$ cat src/design/tccw_pkg.sv
`default_nettype none

package tccw_pkg;

    typedef enum logic [1:0] {
        OP_PUT   = 2'd0,
        OP_CLEAR = 2'd1,
        OP_READ  = 2'd2
    } t_op;

    localparam logic [7:0]  NEWLINE_CODE = 8'h0A;
    localparam logic [7:0]  BLANK_CODE   = 8'h20;
    localparam logic [15:0] CLEAR_CELL   = 16'h0720;
    localparam int          BG_SHIFT     = 12;
    localparam int          FG_SHIFT     = 8;

    typedef struct packed {
        logic [1:0]  operation;
        logic [7:0]  char_code;
        logic [3:0]  fg_colour;
        logic [3:0]  bg_colour;
        logic [10:0] cell_index;
    } t_in_item;

    typedef struct packed {
        logic [15:0] cell_data;
        logic [6:0]  cursor_col;
        logic [4:0]  cursor_row;
    } t_out_item;

    typedef struct packed {
        logic latch;
        logic put;
        logic newline;
        logic scroll_start;
        logic scroll_step;
        logic fill_step;
        logic clear_start;
        logic clear_step;
        logic load_result;
    } t_cmd;

    typedef struct packed {
        logic is_put_char;
        logic is_newline;
        logic is_clear;
        logic at_last_row;
        logic copy_last;
        logic cnt_last;
    } t_status;

    function automatic logic [15:0] make_cell(input logic [7:0] ch, input logic [3:0] fg,
                                              input logic [3:0] bg);
        make_cell = (16'(bg) << BG_SHIFT) | (16'(fg) << FG_SHIFT) | 16'(ch);
    endfunction

endpackage

`default_nettype wire

$ cat src/design/tccw_ctrl.sv
`default_nettype none

module tccw_ctrl (
    input  wire logic              i_clk,
    input  wire logic              i_rst_n,
    input  wire logic              i_in_valid,
    output logic                   o_in_ready,
    output logic                   o_out_valid,
    input  wire logic              i_out_ready,
    input  wire tccw_pkg::t_status i_status,
    output tccw_pkg::t_cmd         o_cmd
);
    import tccw_pkg::*;

    typedef enum logic [5:0] {
        S_IDLE   = 6'b000001,
        S_EXEC   = 6'b000010,
        S_CLEAR  = 6'b000100,
        S_SCROLL = 6'b001000,
        S_FILL   = 6'b010000,
        S_DONE   = 6'b100000
    } t_state;

    t_state r_state, n_state;
    logic   r_had_item, n_had_item;
    logic   r_out_valid, n_out_valid;

    always_comb begin
        n_state    = r_state;
        n_had_item = r_had_item;
        o_cmd      = '0;
        o_in_ready = 1'b0;
        case (r_state)
            S_IDLE: begin
                o_in_ready = 1'b1;
                if (i_in_valid) begin
                    o_cmd.latch = 1'b1;
                    n_had_item  = 1'b1;
                    n_state     = S_EXEC;
                end
            end
            S_EXEC: begin
                if (i_status.is_put_char) begin
                    o_cmd.put = 1'b1;
                    n_state   = S_DONE;
                end else if (i_status.is_newline) begin
                    o_cmd.newline = 1'b1;
                    if (i_status.at_last_row) begin
                        o_cmd.scroll_start = 1'b1;
                        n_state            = S_SCROLL;
                    end else begin
                        n_state = S_DONE;
                    end
                end else if (i_status.is_clear) begin
                    o_cmd.clear_start = 1'b1;
                    n_state           = S_CLEAR;
                end else begin
                    n_state = S_DONE;
                end
            end
            S_SCROLL: begin
                o_cmd.scroll_step = 1'b1;
                if (i_status.copy_last) begin
                    n_state = S_FILL;
                end
            end
            S_FILL: begin
                o_cmd.fill_step = 1'b1;
                if (i_status.cnt_last) begin
                    n_state = S_DONE;
                end
            end
            S_CLEAR: begin
                o_cmd.clear_step = 1'b1;
                // the sweep after reset has no item to answer
                if (i_status.cnt_last) begin
                    n_state = r_had_item ? S_DONE : S_IDLE;
                end
            end
            S_DONE: begin
                if (!r_out_valid || i_out_ready) begin
                    o_cmd.load_result = 1'b1;
                    n_state           = S_IDLE;
                end
            end
            default: n_state = S_IDLE;
        endcase
    end

    always_comb begin
        if (o_cmd.load_result) begin
            n_out_valid = 1'b1;
        end else if (i_out_ready) begin
            n_out_valid = 1'b0;
        end else begin
            n_out_valid = r_out_valid;
        end
    end

    always_ff @(posedge i_clk) begin
        if (!i_rst_n) begin
            r_state     <= S_CLEAR;
            r_had_item  <= 1'b0;
            r_out_valid <= 1'b0;
        end else begin
            r_state     <= n_state;
            r_had_item  <= n_had_item;
            r_out_valid <= n_out_valid;
        end
    end

    assign o_out_valid = r_out_valid;

endmodule

`default_nettype wire

$ cat config.mk
export PLATFORM = sky130hd
export DESIGN_NAME = tccw_ctrl
export DESIGN_NICKNAME = d
export VERILOG_FILES = /design/src/design/tccw_pkg.sv /design/src/design/tccw_ctrl.sv
export SDC_FILE = /design/constraint.sdc
export NUM_CORES = 1
export LEC_CHECK = 0
export BUFFER_PORTS_ARGS = -buffer_cell sky130_fd_sc_hd__buf_2
export CORE_AREA = 4 4 41 43
export DETAILED_ROUTE_END_ITERATION = 6
export DIE_AREA = 0 0 45 47
export PLACE_DENSITY = 0.73
export SLEW_MARGIN = 0
export SYNTH_ARGS = -nofsm -noshare
export SYNTH_HDL_FRONTEND = slang
export SYNTH_SLANG_ARGS = --single-unit
$ cat constraint.sdc
create_clock -name i_clk -period 1.5 [get_ports i_clk]
set_input_delay 0.3 -clock i_clk [delete_from_list [all_inputs] [get_ports i_clk]]
set_output_delay 0.3 -clock i_clk [all_outputs]
set_load 0.01 [all_outputs]
## Word-level counts from Yosys, hierarchy flattened

Index checks and enable logic that the tools add are counted.

- Register bits after elaboration: 8
- Input port bits: 10
- Output and inout bits: 11
- Logic and storage cells: 49

- Equal/unequal tests: 11
- Mux-type cells: 30
- Reductions and logical operators: 5

Operators by type and width:

| cell | number |
|---|---|
| two-way mux 6 bit | 10 |
| case mux 6 bit (6 select lines) | 1 |
| two-way mux 1 bit | 16 |
| != test 2 bit (second input constant) | 5 |
| == test 6 x 1 -> 1 bit (second input constant) | 1 |
| == test 6 x 2 -> 1 bit (second input constant) | 1 |
| == test 6 x 3 -> 1 bit (second input constant) | 1 |
| == test 6 x 4 -> 1 bit (second input constant) | 1 |
| == test 6 x 5 -> 1 bit (second input constant) | 1 |
| == test 6 bit (second input constant) | 1 |
| AND reduction 5 bit | 1 |
| two-way mux 2 bit | 2 |
| two-way mux 3 bit | 1 |
| AND reduction 2 bit | 1 |
| nonzero test 2 bit | 1 |
| zero test 1 bit | 1 |
| logical OR 1 bit | 1 |

## Longest topological paths before layout

Gate-level depths: netlist (run 1).

- Word-level depth: 5
- Gate-level depth with buffers: 6
- Mapped depth without buffers: 6

## Least setup slack after synthesis (run 1)

Ideal clock, no wire load.

- Path kind: flip-flop to output port
- Start point: register r_state[5]
- End point: output o_cmd[6] in the netlist's numbering
- Arrival time: 1.203 ns
- Data required time: 1.200 ns
- Setup slack: -0.003 ns
- Stages on the path, launching flop included: 4
- Buffers on the path: 0
- Path through: dfxtp_1 > nor4_4 > nand3b_2 > nor3b_1

RTL lines:

| element | line | RTL |
|---|---|---|
| start, declared | tccw_ctrl.sv:24 | `t_state r_state, n_state;` |
| start signal, assigned | tccw_ctrl.sv:106 | `r_state <= n_state;` |
| end, declared | tccw_ctrl.sv:11 | `output tccw_pkg::t_cmd o_cmd` |

==> out/results.tsv, run 1 <==
metric	value	unit
run status	finished with violations	
violated checks	setup timing	
Die Area	0.00212	mm^2
detailed-route wire length per cell	15.6	um
fraction of final layout cells sized beyond drive strength 1	0.590	
final hold violation count	0	
final setup fails	12	
Net Count, Synth	78	
Layout area overhead	66.8	%
number of input and output port buffers inserted	20	
yosys warns	0	
endpoint of the worst setup timing path	o_cmd[8]	
Vert. Die Dim	47	um
syn_area_per_cell	8.10	um^2
Seq/Total Area, Yosys	0.291	
critical path required time	1.20	ns
actual transition at the worst max-transition pin	0.329	ns
xor and xnor fraction of the mapped netlist area	0.0159	
HP Class	primary input to flop	
minimum period implied by the final worst setup slack	1.76	ns
setup slack, reg-to-reg	-0.17	ns
portion of synthesized cell area occupied by the leading cell type	0.291	
worst reg2reg path depth	7	
largest area contributor in the netlist	dfxtp_1	
EDFF count, synth	0	
via count normalized by instance count	5.53	
biggest area contributors in the synthesized netlist	dfxtp_1 (29%), nor4_4 (7.7%), nor2_1 (6.1%)	
compound-gate portion of the synthesized area	0.109	
combinational family with the most area after synthesis	simple AND/OR/NAND/NOR gates	
Initial Utilization	0.423	
Most used DFF post-synth	dfxtp_1	
Boundary Pins	21	
horizontal die dimension	45	um
starting DRC count in detailed routing	17	
number of nets still failing antenna checks after routing	0	
Placement Setup Slack	-0.0179	ns
final antenna diode count	0	
Post-Layout Cell Count	120	
maximum VDD drop	0.518	mV
Remaining Overflow, GRT	0	
number of pins with negative max-slew slack in the final report	0	
Crit. Startpoint	r_state[5]$_SDFFE_PN0P_	
post-synthesis async set-or-reset flop share	0	
maximum buffer depth of the clock tree	2	
final weighted congestion in routability-driven placement	0.903	
total instance count after detailed placement	109	
detailed placement HPWL	1170	um
core box area	0.00130	mm^2
Root Buffer	clkbuf_4	
Fillers	98	
via count of the first global-routing pass	655	
start of the worst register-to-register path	r_state[5]$_SDFFE_PN0P_	
Slew headroom	0.780	
min setup slack post-route	-0.265	ns
Mapped Area	551	um^2
Fmax achieved	567	MHz
total power divided by cell area	689	mW/mm^2
area of all sequential standard cells	168	um^2
crit-path max cell delay	0.36	ns
RR Endpoint	r_state[4]$_SDFFE_PN0P_	
largest net degree at the start of global routing	10	
TritonCTS clock tree	done	
number of antenna violations at the first check in global routing	0	
Synth Area in Adders	0	
final worst clock skew	0.000356	ns
overall routing resource usage	0.192	
clock buffers created by TritonCTS	3	
share of synthesized cell area in and, or, nand and nor gates	0.525	
worst-path maximum fanout	3	
wire length of the first global-routing pass	2840	um
Final #Nets	117	
Routed WL	1870	um
Pre-Repair DR Iteration Count	4	
number of buffers added to fix hold violations after cts	0	
clock transition at the registers of the reported paths	0.06	ns
placement row count	13	
CTS sink count	8	
setup repair after global routing missed its margin	yes	
maximum level of the CTS H-tree	1	
number of distinct standard cells referenced by the synthesized netlist	32	
highest-delay cell along the critical path	nor4_4	
sequence of cells on the critical path	nor4_4, and3b_1, and2_4, buf_6	
cell count after synthesis	68	
clock latency on the worst-skew pair	0.25	ns
share of the clock period used by the worst path after layout	1.18	
data arrival time of the worst path	1.46	ns
standby leakage power	0.437	nW
number of DRC violations after detailed routing	0	
final setup TNS	-2.11	ns
path type of the worst setup path	flop to primary output	
startpoint type of the worst setup path	flop	
Setup crit end kind	primary output	
multi-input logic area	439	um^2
number of violations of the max-capacitance limit	0	
fraction of synthesized area in multiplexers	0.0182	
post-synthesis register bit count	8	
total vias in the final route	664	
per-stage QoR:
step	cell area [um^2]	util	hold slack, ns	total power, mW
floorplan	556	-	0.446	0.327
global placement	723	0.556	0.494	0.379
detailed placement	723	0.556	0.483	0.383
CTS	851	0.654	0.308	0.574
global route	918	0.706	0.334	0.667
finish	918	0.706	0.343	0.633
synthesized netlist by cell type (2+ instances only):
cell	n
inv_1	3
nor2b_1	5
dfxtp_1	8
nand4b_1	2
nor4_4	2
nand3_1	3
nand2b_1	2
a21oi_1	2
nand2_1	7
nor3_2	2
nor2_1	9
o21a_1	2
o21ai_1	2
layer usage:
metal	global-route usage	wire length [um]	up-vias
met5	0	0	-
met4	0.164	65	0
li1	-	-	314
met2	0.331	929	32
met3	0.0268	126	8
met1	0.207	745	310
critical path, delay by kind of cell, from the launching register on:
| family | cells | cell delay [ns] |
|---|---|---|
| AND/OR/NAND/NOR | 3 | 0.78 |
| flip-flops | 1 | 0.33 |
| buffers and inverters | 1 | 0.09 |
where the power goes:
group          internal (mW)  leakage [nW]  total (mW)  switching [mW]
logic                  0.118         0.356       0.226           0.108
registers              0.222        0.0670       0.236          0.0148
clock network         0.0919        0.0138       0.170          0.0783
area by class of cell:
class,count,area share
Clock buffer,3,0.0245
Inverter,3,0.0123
Multi-Input combinational cell,55,0.478
Sequential cell,8,0.183
Tap cell,15,0.0204
Timing Repair Buffer,36,0.282
what timing repair did:
action,in CTS,in global routing
buffers inserted,5,3
endpoints found under the setup margin,12,13
cloned,0,0
resized for setup,18,11
pin swaps,12,5
state kept, by name, indices dropped and copies added, names as in the netlist:
name / cells
o_out_valid: 1
r_had_item: 1
r_state: 6
how the worst min path moves through the flow:
stage | cells past startpoint | endpoint | from
finish | 2 | r_state[3]$_SDFFE_PN0P_ | i_rst_n
global route | 2 | r_had_item$_SDFFE_PN0P_ | i_rst_n
CTS | 2 | r_state[1]$_SDFFE_PN0P_ | i_in_valid
detailed placement | 1 | r_had_item$_SDFFE_PN0P_ | r_had_item$_SDFFE_PN0P_
global placement | 1 | r_had_item$_SDFFE_PN0P_ | r_had_item$_SDFFE_PN0P_
floorplan | 1 | r_state[1]$_SDFFE_PN0P_ | i_in_valid
kinds of logic after synthesis:
| group | count (synthesis) |
|---|---|
| multiplexers | 1 |
| flip-flops | 8 |
| XOR/XNOR | 1 |
| AO/OA/AOI/OAI | 10 |
| AND/OR/NAND/NOR | 43 |
| buffers and inverters | 5 |
layout by cell type (no fill, tap or decap), drive strengths merged, types with 2 or more instances in the layout:
cell type / count
nand2b: 2
buf: 36
o21ai: 3
dfxtp: 8
nand2: 7
nand4b: 2
nand3: 3
and2: 2
nor3: 2
nor2: 9
nor2b: 5
nor4: 3
a21oi: 2
nand3b: 2
o21a: 2
clkbuf: 3
inv: 3
(Power assumes the default switching activity.)
==> inputs of run 2 (changes only) <==
--- a/config.mk
+++ b/config.mk
@@ -6,10 +6,10 @@
 export NUM_CORES = 1
 export LEC_CHECK = 0
 export BUFFER_PORTS_ARGS = -buffer_cell sky130_fd_sc_hd__buf_2
-export CORE_AREA = 4 4 41 43
+export CORE_MARGIN = 3
+export CORE_UTILIZATION = 30
 export DETAILED_ROUTE_END_ITERATION = 6
-export DIE_AREA = 0 0 45 47
-export PLACE_DENSITY = 0.73
+export PLACE_DENSITY = 0.57
 export SLEW_MARGIN = 0
 export SYNTH_ARGS = -nofsm -noshare
 export SYNTH_HDL_FRONTEND = slang
==> constraint.sdc (replaced) <==
create_clock -name i_clk -period 1.5 [get_ports i_clk]
set_input_delay 0.15 -clock i_clk [delete_from_list [all_inputs] [get_ports i_clk]]
set_output_delay 0.15 -clock i_clk [all_outputs]
set_load 0.01 [all_outputs]
==> run 2 against run 1 <==
  * The run still ends with setup timing left
  * Non-clock buffer count decreased by 5
  * Cell count increased by 3.3%
  * Sequential cell count did not move
  * Wire length down 18%
  * Global-route usage fell by 6.1 points
  * Count of clock-buffer cells in the layout is the same
  * Via count fell by 7.1%
  * Worst hold slack worse by 0.20 ns
  * Critical path depth did not move
  * Sequential power barely moved
  * Combinational power is 22% lower
  * Design area decreased by 7.4%
==> out/results.tsv, run 2 (synthesized netlist as in run 1, its figures left out) <==
metric	value	unit
total vias in the final route	617	
final worst clock skew	0.00414	ns
Slew headroom	0.782	
multi-input logic area	412	um^2
clock latency on the worst-skew pair	0.26	ns
Boundary Pins	21	
core box area	0.00161	mm^2
via count normalized by instance count	4.98	
Initial Utilization	0.342	
number of nets still failing antenna checks after routing	0	
overall routing resource usage	0.131	
number of input and output port buffers inserted	20	
final hold violation count	0	
Die Area	0.00238	mm^2
TritonCTS clock tree	done	
min setup slack post-route	-0.144	ns
largest register by flop count	r_state	
placement row count	14	
clock buffers created by TritonCTS	3	
most common cell after layout, fill and taps aside	buf_2	
number of flip-flops under the largest register name	6	
minimum period implied by the final worst setup slack	1.64	ns
maximum VDD drop	0.425	mV
horizontal die dimension	48.8	um
CTS sink count	8	
Vert. Die Dim	48.8	um
Root Buffer	clkbuf_4	
fraction of final layout cells sized beyond drive strength 1	0.560	
final setup fails	7	
Layout area overhead	54.5	%
number of antenna violations at the first check in global routing	0	
Remaining Overflow, GRT	0	
hold depth	2	
Final #Nets	112	
total power divided by cell area	692	mW/mm^2
via count of the first global-routing pass	578	
RR Endpoint	r_state[4]$_SDFFE_PN0P_	
critical path required time	1.35	ns
setup slack, reg-to-reg	0	ns
data arrival time of the worst path	1.49	ns
worst-path maximum fanout	3	
final antenna diode count	0	
startpoint type of the worst setup path	flop	
wire length of the first global-routing pass	2440	um
worst min-delay path startpoint	i_in_valid	
starting DRC count in detailed routing	14	
detailed placement HPWL	1070	um
start of the worst register-to-register path	r_state[4]$_SDFFE_PN0P_	
standby leakage power	0.407	nW
run status	finished with violations	
setup repair after global routing missed its margin	yes	
largest net degree at the start of global routing	10	
final weighted congestion in routability-driven placement	0.729	
number of violations of the max-capacitance limit	0	
Final Power	589	uW
Routed WL	1530	um
maximum level of the CTS H-tree	1	
actual transition at the worst max-transition pin	0.325	ns
share of the core filled with cells in the final layout	0.528	
path type of the worst setup path	flop to primary output	
area of all sequential standard cells	176	um^2
share of the clock period used by the worst path after layout	1.10	
number of buffers added to fix hold violations after cts	0	
detailed-route wire length per cell	12.3	um
violated checks	setup timing	
number of DRC violations after detailed routing	0	
number of pins with negative max-slew slack in the final report	0	
HP Class	primary input to flop	
maximum buffer depth of the clock tree	2	
clock transition at the registers of the reported paths	0.06	ns
worst reg2reg path depth	6	
Pre-Repair DR Iteration Count	4	
Fillers	168	
Setup crit end kind	primary output	
WHS Endpoint	r_state[1]$_SDFFE_PN0P_	
highest-count cells in the layout ignoring fill and taps	buf_2 (18), buf_4 (10), nand2_1 (7), nor2_1 (6)	
Fmax achieved	608	MHz
run 2: what timing repair did:
action,4_1_cts,5_1_grt
resized for setup,15,9
pin swaps,7,7
setup endpoints to repair,9,10
buffers inserted,8,3
run 2: power by group:
part	leakage (nW)	switching [mW]	internal, mW	total (mW)
Clock	0.0138	0.0828	0.0922	0.175
Sequential	0.0684	0.0178	0.219	0.236
Combinational	0.324	0.0796	0.0979	0.177
run 2: worst max-delay path by stage:
stage / from / to / slack (ns) / cells past startpoint
2_1_floorplan: r_state[5]$_SDFFE_PN0P_ / r_state[0]$_SDFFE_PN0P_ / 0.1 / 5
3_3_place_gp: r_state[5]$_SDFFE_PN0P_ / o_cmd[5] / 0.06 / 4
3_5_place_dp: r_state[5]$_SDFFE_PN0P_ / o_cmd[5] / 0.03 / 4
4_1_cts: r_state[4]$_SDFFE_PN0P_ / o_cmd[8] / -0.11 / 4
5_1_grt: r_state[4]$_SDFFE_PN0P_ / o_cmd[6] / -0.23 / 4
6_report: r_state[4]$_SDFFE_PN0P_ / o_cmd[8] / -0.14 / 4
run 2: worst max-delay path: stages, from the launching register on:
cell and delay (ns):
dfxtp_4 0.35, nor4_4 0.37, and3b_2 0.27, and2_4 0.15
buf_6 0.09
run 2: cell type report:
class,instances,share of cell area
sequential,8,0.207
clock buffer,3,0.0265
tap,24,0.0353
timing repair buffer,31,0.234
multi-input combinational,55,0.484
inverter,3,0.0132
run 2: stage by stage:
stage                     area, um^2  std cells  hold WS [ns]  TNS [ns]  setup WS [ns]
final                            851        124         0.143    -0.624         -0.144
after global routing             851        124         0.144     -1.32         -0.228
after CTS                        798        121         0.144    -0.543         -0.115
after detailed placement         677        111         0.410         0         0.0321
after global placement           677        111         0.401         0         0.0628
after floorplan                  551         68         0.296         0         0.0981
run 2: routing by layer:
layer | vias to the layer above | track usage | part of all wire
li1 | 309 | - | -
met5 | - | 0 | 0
met2 | 16 | 0.217 | 0.48
met1 | 289 | 0.150 | 0.46
met4 | 0 | 0.104 | 0.015
met3 | 3 | 0.0153 | 0.048
